`src/rtl/gdad_pkg.sv`:
```
// Shared types, constants and calendar functions of the date add unit.
package gdad_pkg;

  localparam int YearBits = 14;
  localparam int MonthBits = 4;
  localparam int DayBits = 5;

  localparam logic [YearBits-1:0] YearMax = 14'd9999;

  // floor(y / 100) == (y * RecipHundred) >> RecipShift for every 14-bit y.
  localparam logic [12:0] RecipHundred = 13'd5243;
  localparam int RecipShift = 19;
  localparam int ProdBits = YearBits + 13;

  localparam logic [MonthBits-1:0] MonthJan = 4'd1;
  localparam logic [MonthBits-1:0] MonthFeb = 4'd2;
  localparam logic [MonthBits-1:0] MonthApr = 4'd4;
  localparam logic [MonthBits-1:0] MonthJun = 4'd6;
  localparam logic [MonthBits-1:0] MonthSep = 4'd9;
  localparam logic [MonthBits-1:0] MonthNov = 4'd11;
  localparam logic [MonthBits-1:0] MonthDec = 4'd12;

  localparam logic [DayBits-1:0] DayFirst = 5'd1;
  localparam logic [DayBits-1:0] DayLastDec = 5'd31;

  localparam logic [6:0] LastInCentury = 7'd99;

  // Running date plus the year broken into its century position.
  typedef struct packed {
    logic [YearBits-1:0]  year;
    logic [MonthBits-1:0] month;
    logic [DayBits-1:0]   day;
    logic [6:0]           mod100;
    logic [1:0]           cent;
  } gdad_date_t;

  function automatic logic is_leap(logic [1:0] y_lo, logic [6:0] mod100, logic [1:0] cent);
    is_leap = ((y_lo == 2'd0) && (mod100 != 7'd0)) || ((mod100 == 7'd0) && (cent == 2'd0));
  endfunction

  function automatic logic [DayBits-1:0] month_len(logic [MonthBits-1:0] month, logic leap);
    case (month)
      MonthFeb: begin
        month_len = leap ? 5'd29 : 5'd28;
      end
      MonthApr, MonthJun, MonthSep, MonthNov: begin
        month_len = 5'd30;
      end
      default: begin
        month_len = 5'd31;
      end
    endcase
  endfunction

endpackage

```
`src/rtl/gdad_in_if.sv`:
```
// Request channel of the date add unit: start date and signed day offset.
interface gdad_in_if #(
  parameter int OFFSET_BITS = 16
);
  logic                   valid;
  logic                   ready;
  logic [13:0]            year_in;
  logic [3:0]             month_in;
  logic [4:0]             day_in;
  logic [OFFSET_BITS-1:0] offset_days;

  modport source (output valid, year_in, month_in, day_in, offset_days, input ready);
  modport sink (input valid, year_in, month_in, day_in, offset_days, output ready);
endinterface

```
`src/rtl/gdad_out_if.sv`:
```
// Result channel of the date add unit: resulting date and range flag.
interface gdad_out_if;
  logic        valid;
  logic        ready;
  logic [13:0] year_out;
  logic [3:0]  month_out;
  logic [4:0]  day_out;
  logic        range_error;

  modport source (output valid, year_out, month_out, day_out, range_error, input ready);
  modport sink (input valid, year_out, month_out, day_out, range_error, output ready);
endinterface

```
`src/rtl/gdad_step.sv`:
```
// One-day step of a date, forward or back, with the year range limit.
module gdad_step (
  input  gdad_pkg::gdad_date_t cur,
  input  logic                 back,
  output gdad_pkg::gdad_date_t nxt,
  output logic                 at_limit
);
  import gdad_pkg::*;

  logic                 leap;
  logic [DayBits-1:0]   len_cur;
  logic [DayBits-1:0]   len_prev;
  logic [MonthBits-1:0] month_prev;

  assign leap       = is_leap(cur.year[1:0], cur.mod100, cur.cent);
  assign len_cur    = month_len(cur.month, leap);
  assign month_prev = cur.month - 4'd1;
  assign len_prev   = month_len(month_prev, leap);

  always_comb begin
    nxt      = cur;
    at_limit = 1'b0;
    if (!back) begin
      if (cur.day < len_cur) begin
        nxt.day = cur.day + 5'd1;
      end else if (cur.month < MonthDec) begin
        nxt.month = cur.month + 4'd1;
        nxt.day   = DayFirst;
      end else if (cur.year == YearMax) begin
        at_limit = 1'b1;
      end else begin
        nxt.year  = cur.year + 14'd1;
        nxt.month = MonthJan;
        nxt.day   = DayFirst;
        if (cur.mod100 == LastInCentury) begin
          nxt.mod100 = 7'd0;
          nxt.cent   = cur.cent + 2'd1;
        end else begin
          nxt.mod100 = cur.mod100 + 7'd1;
        end
      end
    end else begin
      if (cur.day > DayFirst) begin
        nxt.day = cur.day - 5'd1;
      end else if (cur.month > MonthJan) begin
        nxt.month = month_prev;
        nxt.day   = len_prev;
      end else if (cur.year == 14'd0) begin
        at_limit = 1'b1;
      end else begin
        nxt.year  = cur.year - 14'd1;
        nxt.month = MonthDec;
        nxt.day   = DayLastDec;
        if (cur.mod100 == 7'd0) begin
          nxt.mod100 = LastInCentury;
          nxt.cent   = cur.cent - 2'd1;
        end else begin
          nxt.mod100 = cur.mod100 - 7'd1;
        end
      end
    end
  end

endmodule

```
`src/rtl/gregorian_date_add_days_unit.sv`:
```
// Top level of the Gregorian date add unit: sequencer around the day stepper.
// Order: MUL, SPLIT, CHECK, then STEP until the offset is used up or a result
//   clamps at 0000-01-01 or 9999-12-31; an invalid date goes from CHECK to OUT.
// Throughput: one request at a time; the single day stepper advances one day
//   per cycle, so time grows with the offset, at most 2^(OFFSET_BITS-1) days.
// A new request is taken the cycle after the result has been taken.
// Reset (synchronous, active low) returns the sequencer to idle with no result.
module gregorian_date_add_days_unit #(
  parameter int OFFSET_BITS = 16
) (
  input logic       clk,
  input logic       rst_n,
  gdad_in_if.sink   in_ch,
  gdad_out_if.source out_ch
);
  import gdad_pkg::*;

  // Sequencer: IDLE takes a request, MUL and SPLIT find the year's position
  // in its century and 400-year cycle, CHECK validates the date, STEP walks
  // one day per cycle, and OUT holds the result until it is taken.
  typedef enum logic [2:0] {
    ST_IDLE,
    ST_MUL,
    ST_SPLIT,
    ST_CHECK,
    ST_STEP,
    ST_OUT
  } state_t;

  state_t                 state_r, state_nxt;
  gdad_date_t             date_r, date_nxt;
  logic [OFFSET_BITS-1:0] rem_r, rem_nxt;
  logic                   back_r, back_nxt;
  logic                   err_r, err_nxt;
  logic [ProdBits-1:0]    prod_r, prod_nxt;

  gdad_date_t             step_date;
  logic                   step_limit;

  // Century split of the year by reciprocal multiplication.
  logic [7:0]             century;
  logic [14:0]            century_x100;
  logic [14:0]            year_rem;

  // Date check against the month length of the start year.
  logic                   leap_now;
  logic                   date_bad;

  gdad_step u_step (
    .cur      (date_r),
    .back     (back_r),
    .nxt      (step_date),
    .at_limit (step_limit)
  );

  assign century      = prod_r[RecipShift +: 8];
  assign century_x100 = 15'(century) * 15'd100;
  assign year_rem     = 15'(date_r.year) - century_x100;

  assign leap_now = is_leap(date_r.year[1:0], date_r.mod100, date_r.cent);
  assign date_bad = (date_r.year > YearMax) || (date_r.month < MonthJan) ||
                    (date_r.month > MonthDec) || (date_r.day < DayFirst) ||
                    (date_r.day > month_len(date_r.month, leap_now));

  always_comb begin
    state_nxt = state_r;
    date_nxt  = date_r;
    rem_nxt   = rem_r;
    back_nxt  = back_r;
    err_nxt   = err_r;
    prod_nxt  = prod_r;
    case (state_r)
      ST_IDLE: begin
        if (in_ch.valid) begin
          date_nxt.year  = in_ch.year_in;
          date_nxt.month = in_ch.month_in;
          date_nxt.day   = in_ch.day_in;
          back_nxt       = in_ch.offset_days[OFFSET_BITS-1];
          // Keep the magnitude; the most negative offset fits unsigned.
          rem_nxt        = in_ch.offset_days[OFFSET_BITS-1] ?
                           (~in_ch.offset_days + 1'b1) : in_ch.offset_days;
          err_nxt        = 1'b0;
          state_nxt      = ST_MUL;
        end
      end
      ST_MUL: begin
        prod_nxt  = ProdBits'(date_r.year) * ProdBits'(RecipHundred);
        state_nxt = ST_SPLIT;
      end
      ST_SPLIT: begin
        date_nxt.mod100 = year_rem[6:0];
        date_nxt.cent   = century[1:0];
        state_nxt       = ST_CHECK;
      end
      ST_CHECK: begin
        if (date_bad) begin
          // Invalid dates are echoed as received, flagged.
          err_nxt   = 1'b1;
          state_nxt = ST_OUT;
        end else if (rem_r == '0) begin
          state_nxt = ST_OUT;
        end else begin
          state_nxt = ST_STEP;
        end
      end
      ST_STEP: begin
        if (step_limit) begin
          // Date sits on the range boundary and cannot move further.
          err_nxt   = 1'b1;
          state_nxt = ST_OUT;
        end else begin
          date_nxt = step_date;
          rem_nxt  = rem_r - 1'b1;
          if (rem_r == OFFSET_BITS'(1)) begin
            state_nxt = ST_OUT;
          end
        end
      end
      ST_OUT: begin
        if (out_ch.ready) begin
          state_nxt = ST_IDLE;
        end
      end
      default: begin
        state_nxt = ST_IDLE;
      end
    endcase
  end

  always_ff @(posedge clk) begin
    if (!rst_n) begin
      state_r <= ST_IDLE;
    end else begin
      state_r <= state_nxt;
    end
    date_r <= date_nxt;
    rem_r  <= rem_nxt;
    back_r <= back_nxt;
    err_r  <= err_nxt;
    prod_r <= prod_nxt;
  end

  assign in_ch.ready        = (state_r == ST_IDLE);
  assign out_ch.valid       = (state_r == ST_OUT);
  assign out_ch.year_out    = date_r.year;
  assign out_ch.month_out   = date_r.month;
  assign out_ch.day_out     = date_r.day;
  assign out_ch.range_error = err_r;

`ifndef ASSERT_OFF
  a_accept_starts: assert property (@(posedge clk) disable iff (!rst_n)
    in_ch.valid && in_ch.ready |=> state_r == ST_MUL)
    else $error("accepted request did not start the sequence");

  a_step_year_range: assert property (@(posedge clk) disable iff (!rst_n)
    state_r == ST_STEP |-> date_r.year <= YearMax && date_r.mod100 <= LastInCentury)
    else $error("stepping date left the year range");

  a_good_result: assert property (@(posedge clk) disable iff (!rst_n)
    out_ch.valid && !out_ch.range_error |->
      out_ch.month_out >= MonthJan && out_ch.month_out <= MonthDec &&
      out_ch.day_out >= DayFirst)
    else $error("unflagged result is not a calendar date");

  a_step_progress: assert property (@(posedge clk) disable iff (!rst_n)
    state_r == ST_STEP && !step_limit |=> rem_r == $past(rem_r) - 1'b1)
    else $error("day count did not advance");
`endif

endmodule

```
`src/flat_wrapper.sv`:
```
// flat-port wrapper written by rule: the top's interface ports become plain ports
module gregorian_date_add_days_unit_flat import gdad_pkg::*;
#(
  parameter int OFFSET_BITS = 16
)
  (clk, rst_n, in_ch_valid, in_ch_year_in, in_ch_month_in, in_ch_day_in, in_ch_offset_days, in_ch_ready, out_ch_valid, out_ch_year_out, out_ch_month_out, out_ch_day_out, out_ch_range_error, out_ch_ready);
  gdad_in_if #(.OFFSET_BITS(OFFSET_BITS)) in_ch_i ();
  gdad_out_if out_ch_i ();
  input logic clk;
  input logic rst_n;
  input wire logic [$bits(in_ch_i.valid)-1:0] in_ch_valid;
  input wire logic [$bits(in_ch_i.year_in)-1:0] in_ch_year_in;
  input wire logic [$bits(in_ch_i.month_in)-1:0] in_ch_month_in;
  input wire logic [$bits(in_ch_i.day_in)-1:0] in_ch_day_in;
  input wire logic [$bits(in_ch_i.offset_days)-1:0] in_ch_offset_days;
  output wire logic [$bits(in_ch_i.ready)-1:0] in_ch_ready;
  output wire logic [$bits(out_ch_i.valid)-1:0] out_ch_valid;
  output wire logic [$bits(out_ch_i.year_out)-1:0] out_ch_year_out;
  output wire logic [$bits(out_ch_i.month_out)-1:0] out_ch_month_out;
  output wire logic [$bits(out_ch_i.day_out)-1:0] out_ch_day_out;
  output wire logic [$bits(out_ch_i.range_error)-1:0] out_ch_range_error;
  input wire logic [$bits(out_ch_i.ready)-1:0] out_ch_ready;
  assign in_ch_i.valid = in_ch_valid;
  assign in_ch_i.year_in = in_ch_year_in;
  assign in_ch_i.month_in = in_ch_month_in;
  assign in_ch_i.day_in = in_ch_day_in;
  assign in_ch_i.offset_days = in_ch_offset_days;
  assign in_ch_ready = in_ch_i.ready;
  assign out_ch_valid = out_ch_i.valid;
  assign out_ch_year_out = out_ch_i.year_out;
  assign out_ch_month_out = out_ch_i.month_out;
  assign out_ch_day_out = out_ch_i.day_out;
  assign out_ch_range_error = out_ch_i.range_error;
  assign out_ch_i.ready = out_ch_ready;
  gregorian_date_add_days_unit #(.OFFSET_BITS(OFFSET_BITS)) u_core (.clk(clk), .rst_n(rst_n), .in_ch(in_ch_i), .out_ch(out_ch_i));
endmodule
```
`config.mk`:
```
export PLATFORM = sky130hd
export DESIGN_NAME = gregorian_date_add_days_unit_flat
export DESIGN_NICKNAME = d
export VERILOG_FILES = /design/src/rtl/gdad_pkg.sv /design/src/rtl/gdad_in_if.sv /design/src/rtl/gdad_out_if.sv /design/src/rtl/gdad_step.sv /design/src/rtl/gregorian_date_add_days_unit.sv /design/src/flat_wrapper.sv
export SDC_FILE = /design/constraint.sdc
export NUM_CORES = 1
export LEC_CHECK = 0
export BUFFER_PORTS_ARGS = -buffer_cell sky130_fd_sc_hd__buf_2
export CAP_MARGIN = 20
export CORE_MARGIN = 2
export CORE_UTILIZATION = 35
export CTS_CLUSTER_DIAMETER = 200
export CTS_CLUSTER_SIZE = 30
export DETAILED_ROUTE_END_ITERATION = 10
export PLACE_DENSITY = 0.52
export RECOVER_POWER = 100
export SYNTH_ARGS = -nofsm -noshare
export SYNTH_HDL_FRONTEND = slang
export SYNTH_SLANG_ARGS = --single-unit
```
`constraint.sdc`:
```
create_clock -name clk -period 6.5 [get_ports clk]
set_input_delay 0.325 -clock clk [delete_from_list [all_inputs] [get_ports clk]]
set_output_delay 0.325 -clock clk [all_outputs]
set_load 0.02 [all_outputs]
```
==> results_dict.tcl, run 1 <==
set metrics [dict create \
    worstPathArrival_ns 5.07 \
    synthCells 919 \
    antenna_cells 0 \
    path_depth 16 \
    place_ws_ns 1.44 \
    min_path_cells 2 \
    critPathMaxStageDelay_ns 0.73 \
    rsz0062_at_grt "false" \
    vias 6397 \
    max-slew-margin-rel_pct -70.9 \
    yosysUniqueCellTypes 62 \
    cp_max_fo 11 \
    crit_start "u_core.out_ch.year_out[11]" \
    cp-end-kind "register" \
    finalHoldViolations 0 \
    drive_gt1_share_pct 6.77 \
    cp-start-kind "register" \
    cp_num_buf_inv 4 \
    fin_util_pct 38.9 \
    fill_cells 2447 \
    max_freq_ghz 0.201 \
    cts_buffers 9 \
    cts_tree "done" \
    hpwl_um 16100 \
    fin_setup_tns_ns 0 \
    postCtsSetupRepairBufs 0 \
    synth_area_per_cell_um2 9.05 \
    rows 56 \
    reg2reg_depth 16 \
    antenna_left 0 \
    async_flop_share_pct 0 \
    clockBufferDepth 2 \
    required_ns 6.59 \
    hp-class "in2reg" \
    status "finished, violations left" \
    drt-total-wl_um 20300 \
    timing.rr.start "u_core.out_ch.year_out[11]" \
    core_um2 23400 \
    vias_per_cell 5.00 \
    grt_max_degree 56 \
    period_needed_ns 4.99 \
    grt_pass1_vias 5868 \
    synth_flop_cell "edfxtp_1" \
    worstPathCellList "fa_1 -> ha_1 -> inv_1 -> fa_1 -> inv_1 -> fa_1 -> inv_1 -> fa_1 -> inv_1 -> ha_1 -> nand2_1 -> nor3_1 -> o311ai_0 -> o31ai_1 -> a21oi_1 -> xnor2_1" \
    boundaryPins 69 \
    path_clk_slew_ns 0.06 \
    setup_violations 0 \
    io_buffers 68 \
    grt_pass1_wl_um 32100 \
    cts_resized 0 \
    dr.pass1.iters 5 \
    worst_skew_pair.late_latency_ns 0.35 \
    clock-skew-final_ns 0.00925 \
    final.period_utilization_pct 76.7 \
    cts.sinks 58 \
    violations "capacitance limit, slew limit" \
    critPathKind "reg2reg" \
    slowest_stage "edfxtp_1" \
    hp-start "rst_n" \
    track_usage_pct 16.7 \
    worst_slack_ns 1.51 \
    synth_nets 1158 \
    wl_per_cell_um 15.8 \
    start_util_pct 35.6 \
    slew_viol_final 80 \
    dieArea_um2 25000 \
    ys_ff_latch 58 \
    tightest_slew_ns 2.54 \
    root_buffer "clkbuf_16" \
    antenna_found_initial 0 \
    chipHeight_um 158 \
    die_w_um 158 \
    fin_nets 1194 \
    grt_overflow 0 \
    mappedNetlistArea_um2 8320 \
    yosysWarningCount 0 \
    cts-htree-levels 3 \
    cts_hold_buf 0 \
    yosysSeqAreaShare_pct 20.6 \
    maxCapViolCount 2 \
    path_delay_family "adder cells" \
    synth_edf_count 55 \
    drc 0 \
    synthToLayoutAreaGrowth_pct 9.35 \
    drt_iter0_drc 417 \
    gp_congestion 0.815 \
]
## layout by cell type (no fill, tap or decap), drive strengths merged, types with 5 or more instances in the layout
cell    synthesis  layout
buf            30      41
nand2          67      67
clkbuf         18      41
a31oi           9       9
and3            6       6
o31ai          12      12
a21o            8       8
o21a           12      12
fa             64      64
or3            11      11
xor2           28      28
a211oi          7       7
nor2b           9       9
nand2b          5       5
nor2           47      47
a21oi          38      38
o22ai           5       5
inv           146     147
edfxtp         55      55
xnor2          39      39
nand4           6       6
nor3           30      30
nand3          28      28
o21ai          44      44
ha            132     132
## path summary, 6_finish.rpt
kind,end,slack [ns]
max,u_core.prod_r[23],1.51
min,u_core.state_r[2],0.25
max reg2reg,u_core.prod_r[23],1.51
min reg2reg,u_core.date_r[0],0.66
## cells by family after synthesis
family	count (synthesis)	synth area share, %
mux	2	0.241
fa+ha+maj	196	35.2
flops	58	20.6
xor+xnor	67	7.14
buf+inv	194	9.82
simple gates	233	13.9
compound gates	169	13.1
## cells in the mapped netlist (18+ instances only)
cell | instances | area (µm²)
buf_4 | 23 | 173
nor2_1 | 47 | 176
a21oi_1 | 38 | 190
xnor2_1 | 39 | 342
ha_1 | 132 | 1650
nor3_1 | 29 | 145
xor2_1 | 27 | 236
inv_1 | 146 | 548
nand3_1 | 28 | 140
edfxtp_1 | 55 | 1650
clkbuf_1 | 18 | 67.6
o21ai_0 | 44 | 220
nand2_1 | 66 | 248
fa_1 | 64 | 1280
## flip-flops by register name, indices dropped and copies added (netlist names)
register	count
u_core.rem_r	16
u_core.out_ch.month_out	4
u_core.back_r	1
u_core.out_ch.day_out	5
u_core.out_ch.year_out	14
u_core.date_r	9
u_core.state_r	3
u_core.prod_r	5
u_core.out_ch.range_error	1
## worst register-to-register path: cells and delay by family, from the launching register on
kind                       cells  cell delay [ns]
buffers and inverters          4             0.19
xor gates and xnor gates       1             0.13
AOI/OAI and AO/OA              3             0.66
DFF                            1             0.73
and+or+nand+nor                2             0.34
adders and majority gates      6             2.66
## metal layers
metal  track usage [%]  vias up  share of wire, %
li1                  -     3204                 -
met1              25.6     3038                51
met2              24.6      136                43
met3              2.30       19               4.2
met4              3.86        0               1.1
met5                 0        -                 0
## layout make-up
cell class / count / area (µm²) / share of cell area (%)
clock buffer: 9 / 225 / 2.48
sequential: 58 / 1710 / 18.8
timing repair buffer: 73 / 325 / 3.58
tap: 319 / 399 / 4.39
inverter: 146 / 548 / 6.02
multi-input combinational: 667 / 5790 / 63.6
clock inverter: 7 / 103 / 1.13
## per-stage QoR
step / instances / hold slack, ns / area [µm²]
6_report: 1279 / 0.247 / 9100
2_1_floorplan: 919 / 0.424 / 8320
4_1_cts: 1279 / 0.238 / 9170
5_1_grt: 1279 / 0.263 / 9100
3_3_place_gp: 1263 / 0.596 / 8840
3_5_place_dp: 1263 / 0.601 / 8840
Power of run 1 is left out: the tool's default activity adds up to more than one toggle a clock period on the data nets, which glitch-free logic cannot reach.
==> run 2: changes to the inputs <==
--- a/config.mk
+++ b/config.mk
@@ -5,6 +5,7 @@
 export SDC_FILE = /design/constraint.sdc
 export NUM_CORES = 1
 export LEC_CHECK = 0
+export ABC_AREA = 1
 export BUFFER_PORTS_ARGS = -buffer_cell sky130_fd_sc_hd__buf_2
 export CAP_MARGIN = 20
 export CORE_MARGIN = 2
==> constraint.sdc (replaced) <==
create_clock -name clk -period 5.2 [get_ports clk]
set_input_delay 0.26 -clock clk [delete_from_list [all_inputs] [get_ports clk]]
set_output_delay 0.26 -clock clk [all_outputs]
set_load 0.02 [all_outputs]
==> results_dict.tcl, run 2 <==
set metrics [dict create \
    reg2reg_depth 15 \
    cts_buffers 9 \
    yosysTopAreaCell "edfxtp_1" \
    synth_top_area_share_pct 19.0 \
    synth_compound_area_share_pct 9.88 \
    tightest_slew_ns 2.18 \
    min_path_cells 3 \
    timing.rr.start "u_core.out_ch.year_out[11]" \
    largest_register "u_core.rem_r" \
    vias_per_cell 4.87 \
    cts_resized 0 \
    crit_start "u_core.out_ch.year_out[11]" \
    grt_max_degree 46 \
    drt_iter0_drc 460 \
    track_usage_pct 17.5 \
    synth_area_per_cell_um2 7.93 \
    max_freq_ghz 0.211 \
    yosysWarningCount 0 \
    worstPathCellList "clkbuf_1 -> fa_1 -> ha_1 -> inv_1 -> fa_1 -> fa_1 -> fa_1 -> inv_1 -> ha_1 -> nand2_1 -> nor2_1 -> nor3b_1 -> nand3_1 -> o211ai_1 -> xor2_1" \
    vias 7202 \
    chipHeight_um 161 \
    synthToLayoutAreaGrowth_pct 9.12 \
    synthMuxAreaShare_pct 0 \
    synth_nets 1333 \
    rows 57 \
    grt_pass1_wl_um 36000 \
    drc 0 \
    start_util_pct 35.7 \
    synthTopCellsByCount "inv_1, nand2_1, ha_1, nor2_1, fa_1" \
    status "finished, violations left" \
    path_clk_slew_ns 0.06 \
    finalHoldViolations 0 \
    cts.sinks 58 \
    yosysUniqueCellTypes 50 \
    ys_ff_latch 58 \
    drive_gt1_share_pct 7.28 \
    cp-start-kind "register" \
    dr.pass1.iters 5 \
    critPathMaxStageDelay_ns 0.54 \
    cp_num_buf_inv 3 \
    setup_violations 0 \
    drt-total-wl_um 22200 \
    grt_overflow 0 \
    synthCells 1094 \
    slowest_stage "fa_1" \
    fin_util_pct 38.9 \
    placed_cell_area_um2 9280 \
    required_ns 5.29 \
    async_flop_share_pct 0 \
    wl_per_cell_um 15.0 \
    clockBufferDepth 2 \
    crit_top_cell "fa_1" \
    die_w_um 161 \
    yosys.area_share.xor_xnor_pct 4.33 \
    io_buffers 68 \
    hpwl_um 18300 \
    r2r_end "u_core.prod_r[21]" \
    synth_fa_ha_area_share_pct 33.8 \
    synth_top_family_by_area "adder cells" \
    maxCapViolCount 2 \
    antenna_found_initial 0 \
    boundaryPins 69 \
    final_cell_mix "inv_1, nand2_1, ha_1" \
    final_common_cell "inv_1" \
    violations "capacitance limit, slew limit" \
    gp_congestion 0.879 \
    r2r_slack_ns 0.47 \
    yosysSeqAreaShare_pct 19.7 \
    cts_tree "done" \
    fin_setup_tns_ns 0 \
    hp-start "rst_n" \
    antenna_cells 0 \
    worstPathArrival_ns 4.82 \
    hp-class "in2reg" \
    mappedNetlistArea_um2 8670 \
    worst_skew_pair.late_latency_ns 0.34 \
    antenna_left 0 \
    cp-end-kind "register" \
    holdPathEnd "u_core.state_r[2]" \
    largest_reg_flops 16 \
    rsz0062_at_grt "false" \
    synth_flop_cell "edfxtp_1" \
    clock-skew-final_ns 0.0127 \
    cts-htree-levels 3 \
    ys_top_cells_by_area "edfxtp_1, ha_1, fa_1" \
    dieArea_um2 26100 \
    final.period_utilization_pct 90.9 \
    post-synth-top-count-cell "inv_1" \
    postCtsSetupRepairBufs 0 \
    period_needed_ns 4.73 \
    path_delay_family "adder cells" \
    root_buffer "clkbuf_16" \
    slew_viol_final 91 \
    synth_simple_gate_area_share_pct 20.2 \
    synth_edf_count 55 \
    grt_pass1_vias 6839 \
    core_um2 24300 \
    fin_nets 1388 \
    cts_hold_buf 0 \
    cp_max_fo 6 \
    final_area_um2 9460 \
    critPathKind "reg2reg" \
    place_ws_ns 0.522 \
    worst_slack_ns 0.472 \
    max-slew-margin-rel_pct -45.1 \
]
run 2: changes by cell type after synthesis, sizes merged, moves of 13 or more:
| cell | previous run | this run |
|---|---|---|
| clkbuf | 18 | 5 |
| inv | 146 | 220 |
| nand2 | 67 | 195 |
| nand3 | 28 | 62 |
| nor2 | 47 | 91 |
| o21ai | 44 | 59 |
| xnor2 | 39 | 13 |
run 2: worst register-to-register path, stage by stage, from the launching register on:
cell      delay [ns]
edfxtp_1        0.51
clkbuf_1        0.34
fa_1            0.46
ha_1            0.30
inv_1           0.07
fa_1            0.43
fa_1            0.52
fa_1            0.54
inv_1           0.04
ha_1            0.31
nand2_1         0.09
nor2_1          0.14
nor3b_1         0.34
nand3_1         0.11
o211ai_1        0.20
xor2_1          0.08
run 2: kinds of logic (layout without fill, tap and decap cells):
group | after synthesis | in the layout
and+or+nand+nor | 396 | 396
buffers and inverters | 254 | 314
adders and majority gates | 196 | 196
AOI/OAI and AO/OA | 148 | 148
DFF | 58 | 58
xor gates and xnor gates | 42 | 42
run 2: cell type report:
| class | count | area [µm²] |
|---|---|---|
| multi-input combinational | 782 | 5900 |
| sequential | 58 | 1710 |
| clock inverter | 7 | 45.0 |
| timing repair buffer | 77 | 345 |
| tap | 324 | 405 |
| inverter | 221 | 830 |
| clock buffer | 9 | 225 |
| fill | 2567 | 14900 |
run 2: worst max-delay path by stage:
| stage | end | slack [ns] | cells after the start |
|---|---|---|---|
| global route | u_core.prod_r[21] | 0.19 | 15 |
| floorplan | u_core.prod_r[23] | 0.81 | 16 |
| detailed placement | u_core.prod_r[23] | 0.52 | 17 |
| global placement | u_core.prod_r[23] | 0.61 | 17 |
| finish | u_core.prod_r[21] | 0.47 | 15 |
| CTS | u_core.prod_r[23] | 0.51 | 17 |
run 2: per-layer routing:
metal  wire length (µm)  track usage (%)  vias to the layer above  share of wire [%]
met5                  0                0                        -                  0
met1              11000             25.7                     3390                 50
met2               9830             26.8                      156                 44
met4                189             3.21                        0               0.85
met3               1150             3.49                       14                5.2
li1                   -                -                     3642                  -
run 2: through the flow:
stage / hold slack (ns) / instances
5_1_grt: 0.177 / 1478
3_3_place_gp: 0.505 / 1462
6_report: 0.160 / 1478
4_1_cts: 0.150 / 1478
3_5_place_dp: 0.504 / 1462
2_1_floorplan: 0.359 / 1094
Power of run 2 is left out for the same reason.
